File: src/rtl/egcd_pkg.sv
// Package for the extended GCD block: data width, controller states and
// the command/status structs between controller and datapath. No dependencies.
`default_nettype none
package egcd_pkg;
	localparam int DataWidth = 32;
	localparam int CntWidth = $clog2(DataWidth + 1);

	typedef logic [DataWidth-1:0] word_t;

	typedef enum logic [2:0] {
		ST_IDLE,
		ST_DIV_INIT,
		ST_DIV_STEP,
		ST_UPD_S,
		ST_UPD_T,
		ST_FINISH,
		ST_OUT
	} state_t;

	typedef struct packed {
		logic load;
		logic div_init;
		logic div_step;
		logic upd_s;
		logic upd_t;
		logic finish;
	} cmd_t;

	typedef struct packed {
		logic special;
		logic div_done;
		logic rem_zero;
	} status_t;
endpackage
`default_nettype wire

File: src/rtl/egcd_if.sv
// Valid/ready channel interface for the extended GCD block.
// Depends on egcd_pkg for the word type.
`default_nettype none
interface egcd_in_if;
	logic valid;
	logic ready;
	egcd_pkg::word_t first_value;
	egcd_pkg::word_t second_value;
	modport source(output valid, first_value, second_value, input ready);
	modport sink(input valid, first_value, second_value, output ready);
endinterface

interface egcd_out_if;
	logic valid;
	logic ready;
	egcd_pkg::word_t divisor;
	egcd_pkg::word_t coeff_first;
	egcd_pkg::word_t coeff_second;
	modport source(output valid, divisor, coeff_first, coeff_second, input ready);
	modport sink(input valid, divisor, coeff_first, coeff_second, output ready);
endinterface
`default_nettype wire

File: src/rtl/egcd_datapath.sv
// Datapath: remainder and coefficient registers, a restoring bit-serial divider
// and one shared multiplier for the coefficient updates. Depends on egcd_pkg.
`default_nettype none
module egcd_datapath (
	input  wire logic               clk,
	input  wire egcd_pkg::cmd_t     cmd,
	input  wire egcd_pkg::word_t    in_a1,
	input  wire egcd_pkg::word_t    in_a2,
	output egcd_pkg::status_t       status,
	output egcd_pkg::word_t         res_g,
	output egcd_pkg::word_t         res_c1,
	output egcd_pkg::word_t         res_c2
);
	localparam int W = egcd_pkg::DataWidth;

	egcd_pkg::word_t r_prev_q, r_cur_q, s_prev_q, s_cur_q, t_prev_q, t_cur_q;
	egcd_pkg::word_t quo_q, rem_q, mag_q, den_q, q_signed_q, r_signed_q;
	egcd_pkg::word_t g_q, c1_q, c2_q;
	logic [egcd_pkg::CntWidth-1:0] cnt_q;
	logic special_q, q_neg_q, r_neg_q;

	egcd_pkg::word_t mag_num, mag_den, prod;
	logic [W:0] trial;
	egcd_pkg::word_t rem_shift;

	always_comb begin
		mag_num = r_prev_q[W-1] ? -r_prev_q : r_prev_q;
		mag_den = r_cur_q[W-1] ? -r_cur_q : r_cur_q;
		rem_shift = {rem_q[W-2:0], mag_q[W-1]};
		trial = {rem_q, mag_q[W-1]} - {1'b0, den_q};
		prod = q_signed_q * (cmd.upd_s ? s_cur_q : t_cur_q);
	end

	always_ff @(posedge clk) begin
		if (cmd.load) begin
			special_q <= (in_a1 == '0) || (in_a2 == '0);
			g_q <= (in_a1 == '0) ? in_a2 : in_a1;
			c1_q <= (in_a1 == '0) ? '0 : ((in_a2 == '0) ? W'(1) : '0);
			c2_q <= (in_a1 == '0 && in_a2 != '0) ? W'(1) : '0;
			r_prev_q <= in_a2;
			r_cur_q <= in_a1;
			s_prev_q <= '0;
			s_cur_q <= W'(1);
			t_prev_q <= W'(1);
			t_cur_q <= '0;
		end
		if (cmd.div_init) begin
			mag_q <= mag_num;
			den_q <= mag_den;
			rem_q <= '0;
			quo_q <= '0;
			cnt_q <= '0;
			q_neg_q <= r_prev_q[W-1] ^ r_cur_q[W-1];
			r_neg_q <= r_prev_q[W-1];
		end
		if (cmd.div_step) begin
			// one quotient bit per cycle, restoring
			mag_q <= {mag_q[W-2:0], 1'b0};
			if (!trial[W]) begin
				rem_q <= trial[W-1:0];
				quo_q <= {quo_q[W-2:0], 1'b1};
			end else begin
				rem_q <= rem_shift;
				quo_q <= {quo_q[W-2:0], 1'b0};
			end
			cnt_q <= cnt_q + 1'b1;
		end
		if (status.div_done && !cmd.div_step && !cmd.div_init) begin
			q_signed_q <= q_neg_q ? -quo_q : quo_q;
			r_signed_q <= r_neg_q ? -rem_q : rem_q;
		end
		if (cmd.upd_s) begin
			s_prev_q <= s_cur_q;
			s_cur_q <= s_prev_q - prod;
		end
		if (cmd.upd_t) begin
			t_prev_q <= t_cur_q;
			t_cur_q <= t_prev_q - prod;
			r_prev_q <= r_cur_q;
			r_cur_q <= r_signed_q;
		end
		if (cmd.finish) begin
			g_q <= r_cur_q[W-1] ? -r_cur_q : r_cur_q;
			c1_q <= r_cur_q[W-1] ? -s_cur_q : s_cur_q;
			c2_q <= r_cur_q[W-1] ? -t_cur_q : t_cur_q;
		end
	end

	assign status.special = special_q;
	assign status.div_done = (cnt_q == egcd_pkg::CntWidth'(W));
	assign status.rem_zero = (r_signed_q == '0);
	assign res_g = g_q;
	assign res_c1 = c1_q;
	assign res_c2 = c2_q;
endmodule
`default_nettype wire

File: src/rtl/egcd_ctrl.sv
// Controller state machine for the extended GCD block: sequences load,
// division, coefficient updates and result handshake. Depends on egcd_pkg.
`default_nettype none
module egcd_ctrl (
	input  wire logic               clk,
	input  wire logic               arst_n,
	input  wire logic               in_valid,
	output logic                    in_ready,
	output logic                    out_valid,
	input  wire logic               out_ready,
	input  wire egcd_pkg::status_t  status,
	output egcd_pkg::cmd_t          cmd
);
	egcd_pkg::state_t state_q, state_d;

	always_ff @(posedge clk or negedge arst_n) begin
		if (!arst_n) begin
			state_q <= egcd_pkg::ST_IDLE;
		end else begin
			state_q <= state_d;
		end
	end

	always_comb begin
		state_d = state_q;
		cmd = '0;
		in_ready = 1'b0;
		out_valid = 1'b0;
		unique case (state_q)
			egcd_pkg::ST_IDLE: begin
				in_ready = 1'b1;
				if (in_valid) begin
					cmd.load = 1'b1;
					state_d = egcd_pkg::ST_DIV_INIT;
				end
			end
			egcd_pkg::ST_DIV_INIT: begin
				if (status.special) begin
					state_d = egcd_pkg::ST_OUT;
				end else begin
					cmd.div_init = 1'b1;
					state_d = egcd_pkg::ST_DIV_STEP;
				end
			end
			egcd_pkg::ST_DIV_STEP: begin
				if (status.div_done) begin
					state_d = egcd_pkg::ST_UPD_S;
				end else begin
					cmd.div_step = 1'b1;
				end
			end
			egcd_pkg::ST_UPD_S: begin
				// signed quotient and remainder are registered now
				if (status.rem_zero) begin
					state_d = egcd_pkg::ST_FINISH;
				end else begin
					cmd.upd_s = 1'b1;
					state_d = egcd_pkg::ST_UPD_T;
				end
			end
			egcd_pkg::ST_UPD_T: begin
				cmd.upd_t = 1'b1;
				state_d = egcd_pkg::ST_DIV_INIT;
			end
			egcd_pkg::ST_FINISH: begin
				cmd.finish = 1'b1;
				state_d = egcd_pkg::ST_OUT;
			end
			egcd_pkg::ST_OUT: begin
				out_valid = 1'b1;
				if (out_ready) begin
					state_d = egcd_pkg::ST_IDLE;
				end
			end
			default: state_d = egcd_pkg::ST_IDLE;
		endcase
	end

	assert property (@(posedge clk) disable iff (!arst_n)
		out_valid && !out_ready |=> out_valid)
		else $error("result dropped while stalled");
	assert property (@(posedge clk) disable iff (!arst_n)
		$countones({cmd.load, cmd.div_init, cmd.div_step, cmd.upd_s, cmd.upd_t,
			cmd.finish}) <= 1)
		else $error("more than one datapath command");
	assert property (@(posedge clk) disable iff (!arst_n)
		cmd.upd_s |=> cmd.upd_t)
		else $error("coefficient update split");
	assert property (@(posedge clk) disable iff (!arst_n)
		in_ready |-> !out_valid)
		else $error("accept while result pending");
endmodule
`default_nettype wire

File: src/rtl/extended_gcd_bezout.sv
// Top level of the extended GCD block: joins controller and datapath.
// Depends on egcd_pkg, egcd_if, egcd_ctrl and egcd_datapath.
//
//  channel | dir | payload
//  in_ch   | in  | first_value, second_value
//  out_ch  | out | divisor, coeff_first, coeff_second
//
// Each Euclid iteration runs a setup step, the divider steps (one quotient
// bit per cycle), a step to register the signed quotient and remainder, then
// the s and t multiply-subtract updates on one shared multiplier.
// Up to ~46 iterations.
// Zero operands skip the divider and go straight to the result. One transaction is in flight at a time.
// arst_n returns the controller to idle; the result holds until taken.
`default_nettype none
module extended_gcd_bezout (
	input  wire logic clk,
	input  wire logic arst_n,
	egcd_in_if.sink   in_ch,
	egcd_out_if.source out_ch
);
	egcd_pkg::cmd_t cmd;
	egcd_pkg::status_t status;

	egcd_ctrl u_ctrl (
		.clk(clk),
		.arst_n(arst_n),
		.in_valid(in_ch.valid),
		.in_ready(in_ch.ready),
		.out_valid(out_ch.valid),
		.out_ready(out_ch.ready),
		.status(status),
		.cmd(cmd)
	);

	egcd_datapath u_dp (
		.clk(clk),
		.cmd(cmd),
		.in_a1(in_ch.first_value),
		.in_a2(in_ch.second_value),
		.status(status),
		.res_g(out_ch.divisor),
		.res_c1(out_ch.coeff_first),
		.res_c2(out_ch.coeff_second)
	);
endmodule
`default_nettype wire

File: src/flat_wrapper.sv
// flat-port wrapper written by rule: the top's interface ports become plain ports
module extended_gcd_bezout_flat 
  (clk, arst_n, in_ch_valid, in_ch_first_value, in_ch_second_value, in_ch_ready, out_ch_valid, out_ch_divisor, out_ch_coeff_first, out_ch_coeff_second, out_ch_ready);
  egcd_in_if in_ch_i ();
  egcd_out_if out_ch_i ();
  input  wire logic clk;
  input  wire logic arst_n;
  input wire logic [$bits(in_ch_i.valid)-1:0] in_ch_valid;
  input wire logic [$bits(in_ch_i.first_value)-1:0] in_ch_first_value;
  input wire logic [$bits(in_ch_i.second_value)-1:0] in_ch_second_value;
  output wire logic [$bits(in_ch_i.ready)-1:0] in_ch_ready;
  output wire logic [$bits(out_ch_i.valid)-1:0] out_ch_valid;
  output wire logic [$bits(out_ch_i.divisor)-1:0] out_ch_divisor;
  output wire logic [$bits(out_ch_i.coeff_first)-1:0] out_ch_coeff_first;
  output wire logic [$bits(out_ch_i.coeff_second)-1:0] out_ch_coeff_second;
  input wire logic [$bits(out_ch_i.ready)-1:0] out_ch_ready;
  assign in_ch_i.valid = in_ch_valid;
  assign in_ch_i.first_value = in_ch_first_value;
  assign in_ch_i.second_value = in_ch_second_value;
  assign in_ch_ready = in_ch_i.ready;
  assign out_ch_valid = out_ch_i.valid;
  assign out_ch_divisor = out_ch_i.divisor;
  assign out_ch_coeff_first = out_ch_i.coeff_first;
  assign out_ch_coeff_second = out_ch_i.coeff_second;
  assign out_ch_i.ready = out_ch_ready;
  extended_gcd_bezout u_core (.clk(clk), .arst_n(arst_n), .in_ch(in_ch_i), .out_ch(out_ch_i));
endmodule
File: config.mk
export PLATFORM = sky130hd
export DESIGN_NAME = extended_gcd_bezout_flat
export DESIGN_NICKNAME = d
export VERILOG_FILES = /design/src/rtl/egcd_pkg.sv /design/src/rtl/egcd_if.sv /design/src/rtl/egcd_datapath.sv /design/src/rtl/egcd_ctrl.sv /design/src/rtl/extended_gcd_bezout.sv /design/src/flat_wrapper.sv
export SDC_FILE = /design/constraint.sdc
export NUM_CORES = 2
export LEC_CHECK = 0
export CORE_ASPECT_RATIO = 0.75
export CORE_UTILIZATION = 50
export DETAILED_ROUTE_END_ITERATION = 10
export DONT_BUFFER_PORTS = 1
export GPL_TIMING_DRIVEN = 0
export SYNTH_ARGS = -nofsm -noshare
export SYNTH_HDL_FRONTEND = slang
export SYNTH_HIERARCHICAL = 1
export SYNTH_SLANG_ARGS = --single-unit
File: constraint.sdc
create_clock -name clk -period 11.3 [get_ports clk]
set_input_delay 1.695 -clock clk [delete_from_list [all_inputs] [get_ports clk]]
set_output_delay 1.695 -clock clk [all_outputs]
set_load 0.01 [all_outputs]
== Yosys cells after proc, flatten, opt, wreduce, memory -nomap -nowiden ==
Index checks and enable logic that the tools add are counted.

* Equality and inequality tests: 10
* Reduce and logical (&&, ||, !) cells: 16
* Bitwise logic cells: 1
* Multiplexer cells: 54
* $mul: 1
* Add/subtract/negate cells: 10

{| class="wikitable"
|+ Operators with widths
! kind !! count
|-
| $mux 32 || 30
|-
| $neg 32->32 || 6
|-
| $logic_not 32->1 || 3
|-
| $sub 32x32->32 || 2
|-
| $sub 33x32->33 || 1
|-
| $mul 32x32->32 || 1
|-
| $reduce_bool 32->1 || 1
|-
| $pmux 3 s7 || 1
|-
| $mux 1 || 17
|-
| $mux 3 || 4
|-
| $mux 6 || 2
|-
| $eq 3x3->1 const B || 3
|-
| $reduce_bool 2->1 || 4
|-
| $add 6x1->6 const B || 1
|-
| $eq 3x2->1 const B || 2
|-
| $eq 6x6->1 const B || 1
|-
| $ne 2x2->1 const B || 3
|-
| $eq 3x1->1 const B || 1
|-
| $logic_and 1x1->1 || 3
|-
| $logic_not 3->1 || 1
|-
| $reduce_and 3->1 || 1
|-
| $logic_not 1->1 || 2
|-
| $logic_or 1x1->1 || 1
|-
| $xor 1x1->1 || 1
|}

* Input port bits: 68
* Flip-flop bits (word level): 492
* Logic and storage cells: 113

== Logic depth before layout (Yosys ltp) ==
* Word-level depth: 7
* Gate-level depth with buffers: 47
* Mapped depth without buffers: 45

== Cells and area by module ==
Netlist, hierarchy kept.

{| class="wikitable"
|+ Modules (own cells, without submodules)
! module !! cells an instance !! area an instance (µm²) !! seq. area each (µm²) !! times used
|-
| egcd_datapath || 4104 || 42573.3 || 14674.1 || 1
|-
| egcd_ctrl || 27 || 225.2 || 75.1 || 1
|}

== Worst setup path before layout ==
Ideal clock, no wire load.

* Path kind: reg2reg
* From: reg u_core.u_ctrl.state_q[2]
* To: reg u_core.u_dp.t_cur_q[31], data pin
* Arrival time: 9.978 ns
* Cell stages (with the launch flop): 44
* Path slack: 1.063 ns
* Buffers on the path: 3
* Period minus slack after synthesis: 10.237 ns
* Cells stage by stage: dfrtp_1 buf_6 nor3_1 clkinv_1 clkbuf_1 a21o_1 clkbuf_1 and2_1 fa_1 inv_1 fa_1 fa_1 inv_1 fa_1 ha_1 ha_1 inv_1 fa_1 (+8 left out) nand2_1 a21o_1 a21oi_1 xor2_1 ha_1 a21o_1 a21oi_1 nor2b_1 a211o_1 a221o_1 a32oi_2 o21ai_2 maj3_2 maj3_2 maj3_2 o2111ai_1 a21o_1 a21oi_1

{| class="wikitable"
|+ RTL lines
! item !! line !! source
|-
| start, declared || egcd_ctrl.sv:14 || <nowiki>egcd_pkg::state_t state_q, state_d;</nowiki>
|-
| start signal, assigned || egcd_ctrl.sv:18 || <nowiki>state_q <= egcd_pkg::ST_IDLE;</nowiki>
|-
| start signal, assigned || egcd_ctrl.sv:20 || <nowiki>state_q <= state_d;</nowiki>
|-
| end signal, assigned || egcd_datapath.sv:78 || <nowiki>t_cur_q <= t_prev_q - prod;</nowiki>
|-
| end, declared || egcd_datapath.sv:16 || <nowiki>egcd_pkg::word_t r_prev_q, r_cur_q, s_prev_q, s_cur_q, t_prev_q, t_cur_q;</nowiki>
|}

==> results.tsv <==
metric	value	unit
area grow syn2layout	9.66	%
Final Slew Violations	0	
Netlist cell types	78	
CP Data Arrival Time	11.31	ns
I/O pin count	166	
final period utilization	0.973	
syn avg cell area	10.4	sq um
post-synthesis sequential area ratio	0.345	
first-pass GRT wire length	200	mm
post-synth net total	4817	
core area	0.0844	sq mm
WL per Instance	25.3	um
wirelength, routed	137	mm
largest cells by area after synthesis	edfxtp_1, fa_1, and2_1	
Post-synth top flop	edfxtp_1	
later-pin clock latency in the skew report	0.60	ns
crit path launch type	register	
worst min path class	register to register	
Least-Margin Pin Slew	1.12	ns
synth cell count leaders	inv_1, edfxtp_1, nand2_1	
post-synth top area share	0.342	
Clock Skews	0.0266	ns
number of H-tree levels	2	
count leader, synth	inv_1	
vias	31200	
initial antenna violation count	13	
nets@finish	4916	
Ys Warns	6	
first-pass iteration count of the detailed router	8	
Max Fclk	91.0	MHz
critical path peak fanout	8	
Yosys reg bits	492	
GP Congestion	1.03	
CP max-delay cell	fa_1	
CP required	11.61	ns
initial detailed-routing violation count	3252	
CTS tree	built	
Async SR Flop Fraction	0.00610	
Starting Density	0.507	
DP HPWL	109	mm
Crit path top cell by count	fa_1	
Final min period	10.99	ns
Hold-fix buffers, CTS	0	
Util after Layout	0.556	
share of cells above drive strength 1	0.0808	
Largest stage delay, worst path	0.59	ns
port bufs	0	
remaining antenna violation count	0	
Max-cap violations	0	
grt ovf	0	
status	finished, final reports clean	
Slew headroom	0.256	
CTS max path bufs	3	
Final setup viols	0	
vias per cell	5.78	
Crit Path Class	register to register	
cell taking the most area after synthesis	edfxtp_1	
clock-pin transition on the worst setup and hold timing paths	0.07	ns
TritonCTS buffer count	48	
Die Wd	340	um
pre-CTS setup slack	-1.16	ns
cell count after synthesis	4131	
Rows	92	
Post-Syn Area	0.0428	sq mm
full die area	0.0868	sq mm
Critical Path Sink Type	register	
CTS Root Cell	clkbuf_16	
EDFF count, synth	488	
CTS sink count	492	
largest net degree at the start of global routing	54	
number of remaining DRC errors	0	
Final Worst Setup Slack	0.307	ns
Fin. Hold Viols	0	
number of global-route vias before repair	29700	
GRT Resource Usage Total	0.314	
chip height	255	um
[state kept, by name, indices dropped and copies added, names as in the netlist]
name,count
u_core/u_dp/q_signed_q,32
u_core/u_dp/res_c2,32
u_core/u_dp/cnt_q,6
u_core/u_dp/q_neg_q,1
u_core/u_dp/t_prev_q,32
u_core/u_dp/s_cur_q,32
u_core/u_dp/den_q,32
u_core/u_dp/r_signed_q,32
u_core/u_dp/rem_q,32
u_core/u_dp/special_q,1
u_core/u_dp/t_cur_q,32
u_core/u_dp/r_neg_q,1
u_core/u_dp/mag_q,32
u_core/u_dp/s_prev_q,32
u_core/u_dp/res_g,32
u_core/u_dp/r_prev_q,32
u_core/u_dp/res_c1,32
u_core/u_ctrl/state_q,3
u_core/u_dp/r_cur_q,32
u_core/u_dp/quo_q,32
[metrics by stage]
stage	instance area (sq um)	std cells	setup TNS, ns	hold slack, ns
after floorplan	42800	4131	0	0.460
after global placement	44200	5259	-202.74	0.479
after detailed placement	44500	5276	-10.20	0.484
after CTS	46400	5373	0	0.504
after global routing	46900	5398	-0.0944	0.550
final	46900	5403	0	0.504
[worst paths after layout]
kind                       slack [ns]  cells past startpoint                       from                  endpoint
max                              0.31                     45  u_core/u_dp/r_signed_q[9]   u_core/u_dp/t_cur_q[31]
min                              0.50                      2       u_core/u_dp/mag_q[0]      u_core/u_dp/mag_q[0]
max reg2reg                      0.31                     45  u_core/u_dp/r_signed_q[9]   u_core/u_dp/t_cur_q[31]
min reg2reg                      0.50                      2       u_core/u_dp/mag_q[0]      u_core/u_dp/mag_q[0]
max in group asynchronous       10.44                      0                     arst_n  u_core/u_ctrl/state_q[1]
min in group asynchronous        0.78                      0                     arst_n  u_core/u_ctrl/state_q[0]
[what timing repair did]
action / in CTS / in global routing
endpoints found under the setup margin: 15 / 11
setup buffers: 9 / 28
gates resized for setup: 67 / 93
pin swaps: 9 / 34
[layer usage]
layer,part of all wire,vias up,track usage
met5,0,-,0
met1,0.48,15700,0.502
met2,0.39,1425,0.417
met3,0.11,154,0.0874
li1,-,13900,-
met4,0.019,0,0.0614
[cell usage in the layout, fill, tap and decap left out, types with 12 or more instances in the layout]
cell,n
or3_1,42
mux2_2,64
o21ai_0,154
a21oi_1,126
fa_1,411
a211oi_1,12
clkbuf_1,121
nand3_1,20
xor2_1,80
a21oi_2,14
and2_1,417
or2_2,13
buf_4,47
nand2_1,462
nand2b_1,31
ha_1,200
nand4_1,14
nor4_1,29
inv_1,488
o41ai_1,21
clkbuf_16,49
or4_1,36
nor2_1,129
buf_6,13
o21bai_1,12
nor2b_1,57
mux2i_1,31
a21o_1,72
edfxtp_1,488
buf_1,13
xnor2_1,269
o31ai_1,51
nor3_1,29
o21ai_1,16
[worst max-delay path, delay by kind of cell (launching register included)]
family | cells | cell delay (ns)
buffers and inverters | 7 | 0.63
adder cells (fa/ha/maj) | 13 | 5.16
XOR/XNOR | 1 | 0.33
AO/OA/AOI/OAI | 14 | 2.55
AND/OR/NAND/NOR | 10 | 1.55
flip-flops | 1 | 0.46
[final cells by class]
cell class	count	area, sq um
clock inverter	31	352
timing repair buffer	54	537
tap	1128	1410
inverter	495	1860
antenna	5	12.5
multi-input combinational	2975	26000
buffer	164	742
sequential	492	14700
fill	7513	37400
clock buffer	59	1300
[logic make-up (layout without fill, tap and decap cells)]
logic type | after synthesis | in the layout | synth area share
XOR/XNOR | 357 | 357 | 0.0731
multiplexers | 95 | 95 | 0.0241
AND/OR/NAND/NOR | 1323 | 1323 | 0.159
other | 0 | 5 | 0
AO/OA/AOI/OAI | 572 | 572 | 0.0848
flip-flops | 492 | 492 | 0.345
buffers and inverters | 664 | 803 | 0.0589
adder cells (fa/ha/maj) | 628 | 628 | 0.255
Power is left out: the tool's default activity adds up to more than one toggle a clock period on the data nets, which glitch-free logic cannot reach.
